## config.mk

```make
export PLATFORM = sky130hd
export DESIGN_NAME = socks5_address_header_parser_top
export DESIGN_NICKNAME = d
export VERILOG_FILES = /design/src/hw/rtl/s5ahp_pkg.sv /design/src/hw/rtl/s5ahp_parser.sv /design/src/hw/rtl/socks5_address_header_parser_top.sv
export SDC_FILE = /design/constraint.sdc
export NUM_CORES = 1
export LEC_CHECK = 0
export BUFFER_PORTS_ARGS = -buffer_cell sky130_fd_sc_hd__buf_4
export CORE_MARGIN = 10
export CORE_UTILIZATION = 35
export DETAILED_ROUTE_END_ITERATION = 12
export PLACE_DENSITY_LB_ADDON = 0.25
export SLEW_MARGIN = 0
export SYNTH_ARGS = -nofsm -noshare
export SYNTH_HDL_FRONTEND = slang
export SYNTH_SLANG_ARGS = --single-unit
```

## constraint.sdc

```tcl
create_clock -name aclk -period 5 [get_ports aclk]
set_clock_uncertainty 0.2 [all_clocks]
set_input_delay 0.25 -clock aclk [delete_from_list [all_inputs] [get_ports aclk]]
set_output_delay 0.25 -clock aclk [all_outputs]
set_load 0.005 [all_outputs]
```

## src/hw/rtl/s5ahp_pkg.sv

```systemverilog
// shared types and constants for the socks5 address header parser
`timescale 1ns / 1ps

package s5ahp_pkg;

    localparam int unsigned ByteW   = 8;
    localparam int unsigned KindW   = 4;
    localparam int unsigned ErrW    = 2;
    localparam int unsigned PosW    = 9;

    localparam logic [ByteW-1:0] ATYP_IPV4 = 8'h01;
    localparam logic [ByteW-1:0] ATYP_NAME = 8'h03;
    localparam logic [ByteW-1:0] ATYP_IPV6 = 8'h04;

    localparam logic [ByteW-1:0] IPV4_LEN = 8'd4;
    localparam logic [ByteW-1:0] IPV6_LEN = 8'd16;

    typedef enum logic [3:0] {
        PH_START = 4'd0,
        PH_CMD   = 4'd1,
        PH_RSV   = 4'd2,
        PH_URSV2 = 4'd3,
        PH_FRAG  = 4'd4,
        PH_ATYP  = 4'd5,
        PH_ADDR  = 4'd6,
        PH_NLEN  = 4'd7,
        PH_NAME  = 4'd8,
        PH_PORT  = 4'd9,
        PH_DONE  = 4'd10,
        PH_ERROR = 4'd11
    } phase_t;

    typedef enum logic [KindW-1:0] {
        FK_VERSION = 4'd0,
        FK_COMMAND = 4'd1,
        FK_RSV     = 4'd2,
        FK_FRAG    = 4'd3,
        FK_ATYP    = 4'd4,
        FK_ADDR    = 4'd5,
        FK_NAMELEN = 4'd6,
        FK_PORT    = 4'd7,
        FK_PAST    = 4'd8,
        FK_ERROR   = 4'd9
    } field_kind_t;

    typedef enum logic [ErrW-1:0] {
        ERR_NONE = 2'd0,
        ERR_RSV  = 2'd1,
        ERR_ATYP = 2'd2
    } err_code_t;

    typedef struct packed {
        field_kind_t      field_kind;
        logic [ByteW-1:0] field_offset;
        logic [ByteW-1:0] byte_value;
        logic             header_done;
        err_code_t        error_code;
        logic [PosW-1:0]  header_length;
    } result_t;

endpackage

```

## src/hw/rtl/s5ahp_parser.sv

```systemverilog
// header phase tracker: tags each accepted byte and advances the parse state
`timescale 1ns / 1ps

module s5ahp_parser (
    input  logic                aclk,
    input  logic                aresetn,
    input  logic                in_accept,
    input  logic [7:0]          data_byte,
    input  logic                frame_start,
    input  logic                frame_kind,
    output s5ahp_pkg::result_t  result
);
    import s5ahp_pkg::*;

    phase_t            phase_reg, phase_next;
    logic [ByteW-1:0]  offset_reg, offset_next;
    logic [PosW-1:0]   pos_reg, pos_next;
    logic              ipv6_reg, ipv6_next;
    logic [ByteW-1:0]  nlen_reg, nlen_next;
    err_code_t         failed_reg, failed_next;

    phase_t            phase_cur;
    logic [ByteW-1:0]  offset_cur;
    logic [PosW-1:0]   pos_cur;
    logic              ipv6_cur;
    logic [ByteW-1:0]  nlen_cur;
    err_code_t         failed_cur;
    logic [ByteW:0]    offset_inc;
    logic [ByteW-1:0]  addr_need;

    always_ff @(posedge aclk) begin
        if (!aresetn) begin
            phase_reg  <= PH_START;
            offset_reg <= '0;
            pos_reg    <= '0;
            ipv6_reg   <= 1'b0;
            nlen_reg   <= '0;
            failed_reg <= ERR_NONE;
        end else if (in_accept) begin
            phase_reg  <= phase_next;
            offset_reg <= offset_next;
            pos_reg    <= pos_next;
            ipv6_reg   <= ipv6_next;
            nlen_reg   <= nlen_next;
            failed_reg <= failed_next;
        end
    end

    always_comb begin
        // a frame start clears all state before the byte is parsed
        phase_cur  = frame_start ? PH_START : phase_reg;
        offset_cur = frame_start ? '0 : offset_reg;
        pos_cur    = frame_start ? '0 : pos_reg;
        ipv6_cur   = frame_start ? 1'b0 : ipv6_reg;
        nlen_cur   = frame_start ? '0 : nlen_reg;
        failed_cur = frame_start ? ERR_NONE : failed_reg;

        offset_inc = {1'b0, offset_cur} + {{ByteW{1'b0}}, 1'b1};
        addr_need  = ipv6_cur ? IPV6_LEN : IPV4_LEN;

        phase_next  = phase_cur;
        offset_next = offset_cur;
        ipv6_next   = ipv6_cur;
        nlen_next   = nlen_cur;
        failed_next = failed_cur;

        result.field_kind    = FK_PAST;
        result.field_offset  = '0;
        result.byte_value    = data_byte;
        result.header_done   = 1'b0;
        result.error_code    = ERR_NONE;
        result.header_length = '0;

        unique case (phase_cur)
            PH_START: begin
                if (!frame_kind) begin
                    result.field_kind = FK_VERSION;
                    phase_next = PH_CMD;
                end else begin
                    result.field_kind = FK_RSV;
                    if (data_byte != '0) begin
                        failed_next = ERR_RSV;
                        result.error_code = ERR_RSV;
                        phase_next = PH_ERROR;
                    end else begin
                        phase_next = PH_URSV2;
                    end
                end
            end
            PH_CMD: begin
                result.field_kind = FK_COMMAND;
                phase_next = PH_RSV;
            end
            PH_RSV: begin
                result.field_kind = FK_RSV;
                if (data_byte != '0) begin
                    failed_next = ERR_RSV;
                    result.error_code = ERR_RSV;
                    phase_next = PH_ERROR;
                end else begin
                    phase_next = PH_ATYP;
                end
            end
            PH_URSV2: begin
                result.field_kind   = FK_RSV;
                result.field_offset = 8'd1;
                if (data_byte != '0) begin
                    failed_next = ERR_RSV;
                    result.error_code = ERR_RSV;
                    phase_next = PH_ERROR;
                end else begin
                    phase_next = PH_FRAG;
                end
            end
            PH_FRAG: begin
                result.field_kind = FK_FRAG;
                phase_next = PH_ATYP;
            end
            PH_ATYP: begin
                result.field_kind = FK_ATYP;
                ipv6_next   = (data_byte == ATYP_IPV6);
                offset_next = '0;
                if (data_byte == ATYP_IPV4 || data_byte == ATYP_IPV6) begin
                    phase_next = PH_ADDR;
                end else if (data_byte == ATYP_NAME) begin
                    phase_next = PH_NLEN;
                end else begin
                    failed_next = ERR_ATYP;
                    result.error_code = ERR_ATYP;
                    phase_next = PH_ERROR;
                end
            end
            PH_ADDR: begin
                result.field_kind   = FK_ADDR;
                result.field_offset = offset_cur;
                if (offset_inc >= {1'b0, addr_need}) begin
                    offset_next = '0;
                    phase_next  = PH_PORT;
                end else begin
                    offset_next = offset_inc[ByteW-1:0];
                end
            end
            PH_NLEN: begin
                result.field_kind = FK_NAMELEN;
                nlen_next   = data_byte;
                offset_next = '0;
                phase_next  = (data_byte == '0) ? PH_PORT : PH_NAME;
            end
            PH_NAME: begin
                result.field_kind   = FK_ADDR;
                result.field_offset = offset_cur;
                if (offset_inc >= {1'b0, nlen_cur}) begin
                    offset_next = '0;
                    phase_next  = PH_PORT;
                end else begin
                    offset_next = offset_inc[ByteW-1:0];
                end
            end
            PH_PORT: begin
                result.field_kind   = FK_PORT;
                result.field_offset = offset_cur;
                if (offset_cur != '0) begin
                    result.header_done   = 1'b1;
                    result.header_length = pos_cur + {{(PosW-1){1'b0}}, 1'b1};
                    offset_next = '0;
                    phase_next  = PH_DONE;
                end else begin
                    offset_next = 8'd1;
                end
            end
            PH_ERROR: begin
                result.field_kind = FK_ERROR;
                result.error_code = failed_cur;
            end
            default: begin
                result.field_kind = FK_PAST;
            end
        endcase

        // position saturates and freezes once the header ends or fails
        if (pos_cur != {PosW{1'b1}} && phase_next != PH_DONE && phase_next != PH_ERROR) begin
            pos_next = pos_cur + {{(PosW-1){1'b0}}, 1'b1};
        end else begin
            pos_next = pos_cur;
        end
    end

endmodule

```

## src/hw/rtl/socks5_address_header_parser_top.sv

```systemverilog
// top level of the socks5 address header parser with stream ports
`timescale 1ns / 1ps

// takes one header byte per transfer and returns one tagged byte per transfer,
// in the cycle after it was taken; a new byte is accepted every cycle while the
// result register is empty or being drained. the parse state is a small phase
// machine updated once per byte, so throughput is one byte per clock unless
// the output stalls. frame_kind selects request/reply or udp layout and is sampled
// on the first byte of each header; write it only while no transfer is in flight.

module socks5_address_header_parser_top (
    input  logic        aclk,
    input  logic        aresetn,
    input  logic        cfg_valid,
    output logic        cfg_ready,
    input  logic        cfg_data,      // frame_kind
    input  logic        s_tvalid,
    output logic        s_tready,
    input  logic [7:0]  s_tdata,       // data_byte
    input  logic        s_tuser,       // frame_start
    output logic        m_tvalid,
    input  logic        m_tready,
    output logic [31:0] m_tdata,       // field_offset, byte_value, error_code, header_length
    output logic [3:0]  m_tuser,       // field_kind
    output logic        m_tlast        // header_done
);
    import s5ahp_pkg::*;

    logic     frame_kind_reg;
    logic     out_valid_reg;
    result_t  out_reg;
    result_t  step_result;
    logic     in_accept;

    assign cfg_ready = 1'b1;
    assign s_tready  = !out_valid_reg || m_tready;
    assign in_accept = s_tvalid && s_tready;

    always_ff @(posedge aclk) begin
        if (!aresetn) begin
            frame_kind_reg <= 1'b0;
        end else if (cfg_valid && cfg_ready) begin
            frame_kind_reg <= cfg_data;
        end
    end

    s5ahp_parser u_parser (
        .aclk        (aclk),
        .aresetn     (aresetn),
        .in_accept   (in_accept),
        .data_byte   (s_tdata),
        .frame_start (s_tuser),
        .frame_kind  (frame_kind_reg),
        .result      (step_result)
    );

    always_ff @(posedge aclk) begin
        if (!aresetn) begin
            out_valid_reg <= 1'b0;
        end else if (s_tready) begin
            out_valid_reg <= s_tvalid;
        end
    end

    always_ff @(posedge aclk) begin
        if (in_accept) begin
            out_reg <= step_result;
        end
    end

    assign m_tvalid = out_valid_reg;
    assign m_tuser  = out_reg.field_kind;
    assign m_tlast  = out_reg.header_done;
    assign m_tdata  = {5'd0, out_reg.header_length, out_reg.error_code,
                       out_reg.byte_value, out_reg.field_offset};

endmodule
```

* Word level (Yosys, flattened, before mapping)
Index checks and enable logic that the tools add are counted.
Widths: inputs -> output; s select.
** Cells by class
- Add/subtract/negate cells :: 2
- Equal/unequal tests :: 16
- Mux-type cells :: 39
- Reduce and logical (&&, ||, !) cells :: 15
- Magnitude comparators :: 2
** Operator list (count)
- $mux 4 :: 10
- $mux 8 :: 5
- $pmux 4 s10 :: 1
- $pmux 4 s9 :: 1
- $pmux 8 s4 :: 1
- $ge 9x8->1 :: 2
- $mux 2 :: 9
- $mux 9 :: 2
- $eq 4x3->1 const B :: 4
- $pmux 8 s2 :: 1
- $reduce_bool 8->1 :: 2
- $eq 4x4->1 const B :: 3
- $add 8x1->9 const B :: 1
- $add 9x1->9 const B :: 1
- $ne 9x9->1 const B :: 1
- $eq 4x2->1 const B :: 2
- $eq 8x1->1 const B :: 1
- $eq 8x2->1 const B :: 1
- $eq 8x3->1 const B :: 1
- $logic_not 8->1 :: 1
- $ne 4x4->1 const B :: 2
- $pmux 2 s4 :: 1
- $mux 1 :: 6
- $pmux 2 s3 :: 1
- other kinds (9) :: 14
** Storage, ports and cells
- Input bits :: 15
- Logic and storage cells :: 88
- Output and inout port bits :: 40
- Flip-flop bits (word level) :: 66

* Longest topological paths before layout
- Depth after elaboration :: 9
- Depth in mapped cells :: 18
- Depth with buffers taken out :: 14

* Cells and area by module
Synthesis repeated with hierarchy kept, for this count alone.
** Second synthesis, totals
- Cells, all modules :: 439
- Area, all modules :: 3910.0 um2
** Modules (own cells, without submodules)
- s5ahp_parser :: sequential area each 640.6 um2, instances 1, area each 2802.7 um2, cells an instance 391
- socks5_address_header_parser_top :: sequential area each 1001.0 um2, instances 1, area each 1107.3 um2, cells an instance 48

* Worst setup path before layout
No wires, ideal clock.
- Path kind :: input-to-reg
- From :: input port s_tuser
- To :: register u_parser.pos_reg[0]
- Path slack :: 0.880 ns
- Buffers on the path :: 5
- Required time :: 4.667 ns
- Setup time :: 0.133 ns
- Arrival :: 3.787 ns
- Stages on the path :: 18
- Path through :: clkbuf_1 clkbuf_1 buf_1 clkbuf_1 nor2b_1 ha_1 nand3_1 xor2_1 nor2_1 ha_1 inv_1 o41ai_1 nor4_2 or2_4 a31oi_4 buf_6 mux2i_1 a31oi_1
** Between the ends
- Longest elaborated chain between the ends :: 9
- Elaborated cells on any way between the ends :: 31
- Classes of those cells :: add/sub (2); order compare (2); eq/ne (12); mux (11); reduce/logical (4)
** RTL lines
- from (decl) :: RTL line socks5_address_header_parser_top.sv:20 : input logic s_tuser,
- $mux 8 or $mux 1 (tied branches) :: RTL line s5ahp_parser.sv:52, s5ahp_parser.sv:54
- $add 8x1->9 or $mux 5 (tied branches) :: RTL line s5ahp_parser.sv:58, s5ahp_parser.sv:59
- $ge 9x8->1 (on tied branches) :: RTL line s5ahp_parser.sv:152, s5ahp_parser.sv:136
- $mux 4 (on tied branches) :: RTL line s5ahp_parser.sv:152, s5ahp_parser.sv:136
- $pmux 4 s10 :: RTL line s5ahp_parser.sv:74 : unique case (phase_cur)
- $ne 4x4->1 :: RTL line s5ahp_parser.sv:181 : if (pos_cur != {PosW{1'b1}} && phase_next != PH_DONE && phase_next != PH_ERROR) begin
- $logic_and 1x1->1 (2 in a row) :: RTL line s5ahp_parser.sv:181
- $mux 9 (*) :: RTL line s5ahp_parser.sv:181
- to (signal assigned) :: RTL line s5ahp_parser.sv:42 : pos_reg <= pos_next;
- to (decl) :: RTL line s5ahp_parser.sv:17 : logic [PosW-1:0] pos_reg, pos_next;
Every way passes the cells marked *; elsewhere a longest branch is shown, timed or not.
A chain may end at the register's enable or synchronous reset.

* Final worst setup path
- From :: register u_parser.offset_reg[0]
- To :: register u_parser.pos_reg[0]
** Between the ends
- Longest elaborated chain between the ends :: 9
- Elaborated cells on any way between the ends :: 14
- Classes of those cells :: add/sub (1); order compare (2); eq/ne (2); mux (6); reduce/logical (3)
** RTL lines
- from (decl) :: RTL line s5ahp_parser.sv:16 : logic [ByteW-1:0] offset_reg, offset_next;
- from (signal assigned) :: RTL line s5ahp_parser.sv:41 : offset_reg <= offset_next;
- $mux 8 (*) :: RTL line s5ahp_parser.sv:52 : offset_cur = frame_start ? '0 : offset_reg;
- $add 8x1->9 :: RTL line s5ahp_parser.sv:58 : offset_inc = {1'b0, offset_cur} + {{ByteW{1'b0}}, 1'b1};
- $ge 9x8->1 (on tied branches) :: RTL line s5ahp_parser.sv:152, s5ahp_parser.sv:136
- $mux 4 (on tied branches) :: RTL line s5ahp_parser.sv:152, s5ahp_parser.sv:136
- $pmux 4 s10 (*) :: RTL line s5ahp_parser.sv:74
- $ne 4x4->1 :: RTL line s5ahp_parser.sv:181
- $logic_and 1x1->1 :: RTL line s5ahp_parser.sv:181
- $logic_and 1x1->1 (*) :: RTL line s5ahp_parser.sv:181
- $mux 9 (*) :: RTL line s5ahp_parser.sv:181
Marked as above.

==> impl_metrics.csv <==
group,metric,value,unit
status,status,"finished, final reports clean",
global_routing,grt_pass1_vias,3105,
final_layout,diodes,0,
routing,vias_per_cell,5.25,
critical_path,crit_path_end_kind,"flop",
global_routing,grt_busiest_layer,"met2",
floorplanning,die_area,0.0151,mm²
yosys,synth-edff-count,32,
critical_path,critPathMostFrequentCell,"ha_1",
routing,drt-total-wl,9240,µm
floorplanning,die-width,123,µm
timing,rsz0062_at_grt,"false",
yosys,synth_area,0.00369,mm²
critical_path,path_class,"reg2reg",
placed_design,numPortBuffers,48,
global_routing,grt_max_degree,62,
global_routing,overflow,0,
critical_path,slowest_delay,0.51,ns
run,drv_cap,0,
routing,drc,0,
global_routing,antenna_found_initial,0,
yosys,synth.area.top_cells,"edfxtp_1 26%, dfxtp_1 18%, nor2_1 5.8%",
yosys,synth_cell_types,61,
routing,drtAntennaViolNets,0,
min_path,min_path_type,"in2reg",
clocking,h-tree-depth,3,
timing,period_share,76.1,%
routing,wl_per_cell,15.4,µm
final_layout,final_nets,485,
critical_path,crit_chain,"nor2b_1, ha_1, nand3_1, xor2_1, nor2_1, ha_1, a21oi_1, o41ai_1, nor4_2, o21ai_1, a31oi_4, mux2i_1, a31oi_1",
global_routing,use_met2,18.6,%
power_and_ir_drop,ir_drop,0.136,mV
clocking,cts_tree,"yes",
clocking,cts_made_buffers,9,
critical_path,crit_required,4.99,ns
timing,slew_violations,0,
placed_design,pre_cts_ws,1.07,ns
yosys,synth_area_leader_cell,"edfxtp_1",
global_routing,grt_pass1_wl,15500,µm
final_layout,largest_reg_flops,27,
yosys,ys_warn_count,0,
clocking,cts_root_buffer,"clkbuf_8",
yosys,yosysMostFrequentCell,"nor2_1",
yosys,synth_top_area_share,26.0,%
timing,layout_setup_ws,1.19,ns
timing,relSlewSlack,24.7,%
placed_design,placed_area,0.00410,mm²
floorplanning,start_util,35.8,%
timing,hold_viol,0,
routing,vias,3142,
clocking,postCtsSetupBuffers,0,
floorplanning,rows,37,
routing,drt-initial-drc-count,244,
yosys,synthTopCellsByCount,"57 x nor2_1, 34 x dfxtp_1, 32 x edfxtp_1",
critical_path,cp_data_arrival_time,3.79,ns
timing,tns,0,ns
yosys,yosysSeqAreaShare,44.5,%
power_and_ir_drop,p_leak,1.69,nW
yosys,synth.avg_cell_area,9.01,µm²
power_and_ir_drop,pwr_density_cell,272,mW/mm²
routing,first_pass_iters,5,
floorplanning,core-area,0.0103,mm²
yosys,async_flop_share,0,%
clocking,insertion_delay,0.35,ns
final_layout,syn2layout_area_growth,19.9,%
yosys,synth_cells,410,
critical_path,critPathSlowestCell,"a31oi_4",
global_routing,grtUsageMet1,17.7,%
critical_path,worst-r2r-setup-slack,1.19,ns
yosys,synth_seq_cells,66,
critical_path,critPathTopFamily,"compound AO/OA/AOI/OAI gates",
yosys,synth_flop_cell,"dfxtp_1",
global_routing,grt_usage,12.7,%
critical_path,cp_max_fo,16,
critical_path,path_buf_inv,0,
global_routing,use_met3,2.48,%
timing,fmax,0.263,GHz
timing,tightest_slew,1.13,ns
placed_design,gp_congestion,0.863,
final_layout,finalInstanceArea,0.00443,mm²
timing,setup_violations,0,
floorplanning,die_h,123,µm
clocking,cts.sinks,66,
clocking,cts_buffer_depth,2,
clocking,clkTransAtPathRegs,0.08,ns
timing,final.min_clock_period,3.81,ns
placed_design,dpl.hpwl,6260,µm
critical_path,worstSetupStartpointType,"flop",
floorplanning,ios,55,
final_layout,drive_above_1_share,16.4,%
final_layout,n_fill_cell,1024,
## area by class of cell
class,count,area (µm²),area share [%]
Tap cell,136,170,3.84
Clock inverter,5,62.6,1.41
Sequential cell,66,1640,37.1
Inverter,19,71.3,1.61
Timing Repair Buffer,62,495,11.2
Multi-Input combinational cell,300,1850,41.7
Clock buffer,11,141,3.19
## metrics by stage
stage,power [mW],std cells,hold WS [ns],utilization [%]
6_report,1.20,599,0.0174,42.9
4_1_cts,1.21,599,0.0188,42.9
5_1_grt,1.25,599,0.0717,42.9
2_1_floorplan,0.688,414,0.149,-
3_5_place_dp,0.741,571,0.250,39.8
3_3_place_gp,0.739,571,0.237,39.8
## worst reg2reg max path, stage by stage, from the launching register on
cell	delay, ns
dfxtp_1	0.49
nor2b_1	0.24
ha_1	0.26
nand3_1	0.14
xor2_1	0.16
nor2_1	0.23
ha_1	0.29
a21oi_1	0.13
o41ai_1	0.11
nor4_2	0.38
o21ai_1	0.16
a31oi_4	0.52
mux2i_1	0.24
a31oi_1	0.09
## where the power goes
part	internal, mW	leakage, nW	switching (mW)	total [mW]
Clock	0.247	0.0962	0.221	0.468
Sequential	0.587	0.594	0.0143	0.601
Combinational	0.0584	0.998	0.0763	0.135
Total	0.892	1.69	0.312	1.20
## cell usage in the layout (no fill, tap or decap), types with 2 or more instances in the layout
cell type       n
or4_4           2
dfxtp_1        34
or4_1           4
clkinvlp_4      2
and3_1          6
nand2b_1       15
a31oi_1         9
nand3_1        11
dlygate4sd3_1  12
and2_1          9
mux2i_1         4
a22oi_1        19
o21ai_0        17
nand4_1         5
xor2_1          4
nand2_1        24
conb_1          6
a211o_1         5
a211oi_1        3
inv_1          19
buf_4          50
a41o_1          2
mux2_2          2
ha_1           12
o21ai_1         3
nor3_1         11
nor2b_1        14
nor2_1         57
xnor2_1         5
a21oi_1        23
or3_1           2
edfxtp_1       32
clkbuf_8       10
## repair_timing
action                    CTS  global route
hold buffers               12             0
hold endpoints to repair   19             0
resized for setup           0             0
## worst paths after layout
kind	from	endpoint	depth (start not counted)
worst max register to register	u_parser.offset_reg[0]	u_parser.pos_reg[0]	13
worst min register to register	u_parser.pos_reg[8]	u_parser.pos_reg[8]	2
worst min-delay path	m_tready	m_tvalid	3
worst max-delay path	u_parser.offset_reg[0]	u_parser.pos_reg[0]	13
## routing by layer
layer	vias to the layer above	wire length [µm]
met3	9	510
met4	0	150
met2	78	3940
met1	1496	4630
li1	1559	-
met5	-	0
## cells by family after synthesis
kind of cell             after synthesis  share of synthesized area [%]
AO/OA/AOI/OAI                         96                           17.3
XOR/XNOR                               9                           2.13
adder cells (fa/ha/maj)               12                           4.07
buffers and inverters                 48                           5.96
flip-flops                            66                           44.5
multiplexers                           6                           1.69
other                                  2                          0.203
AND/OR/NAND/NOR                      171                           24.2
Power figures use the tool's default switching activity.
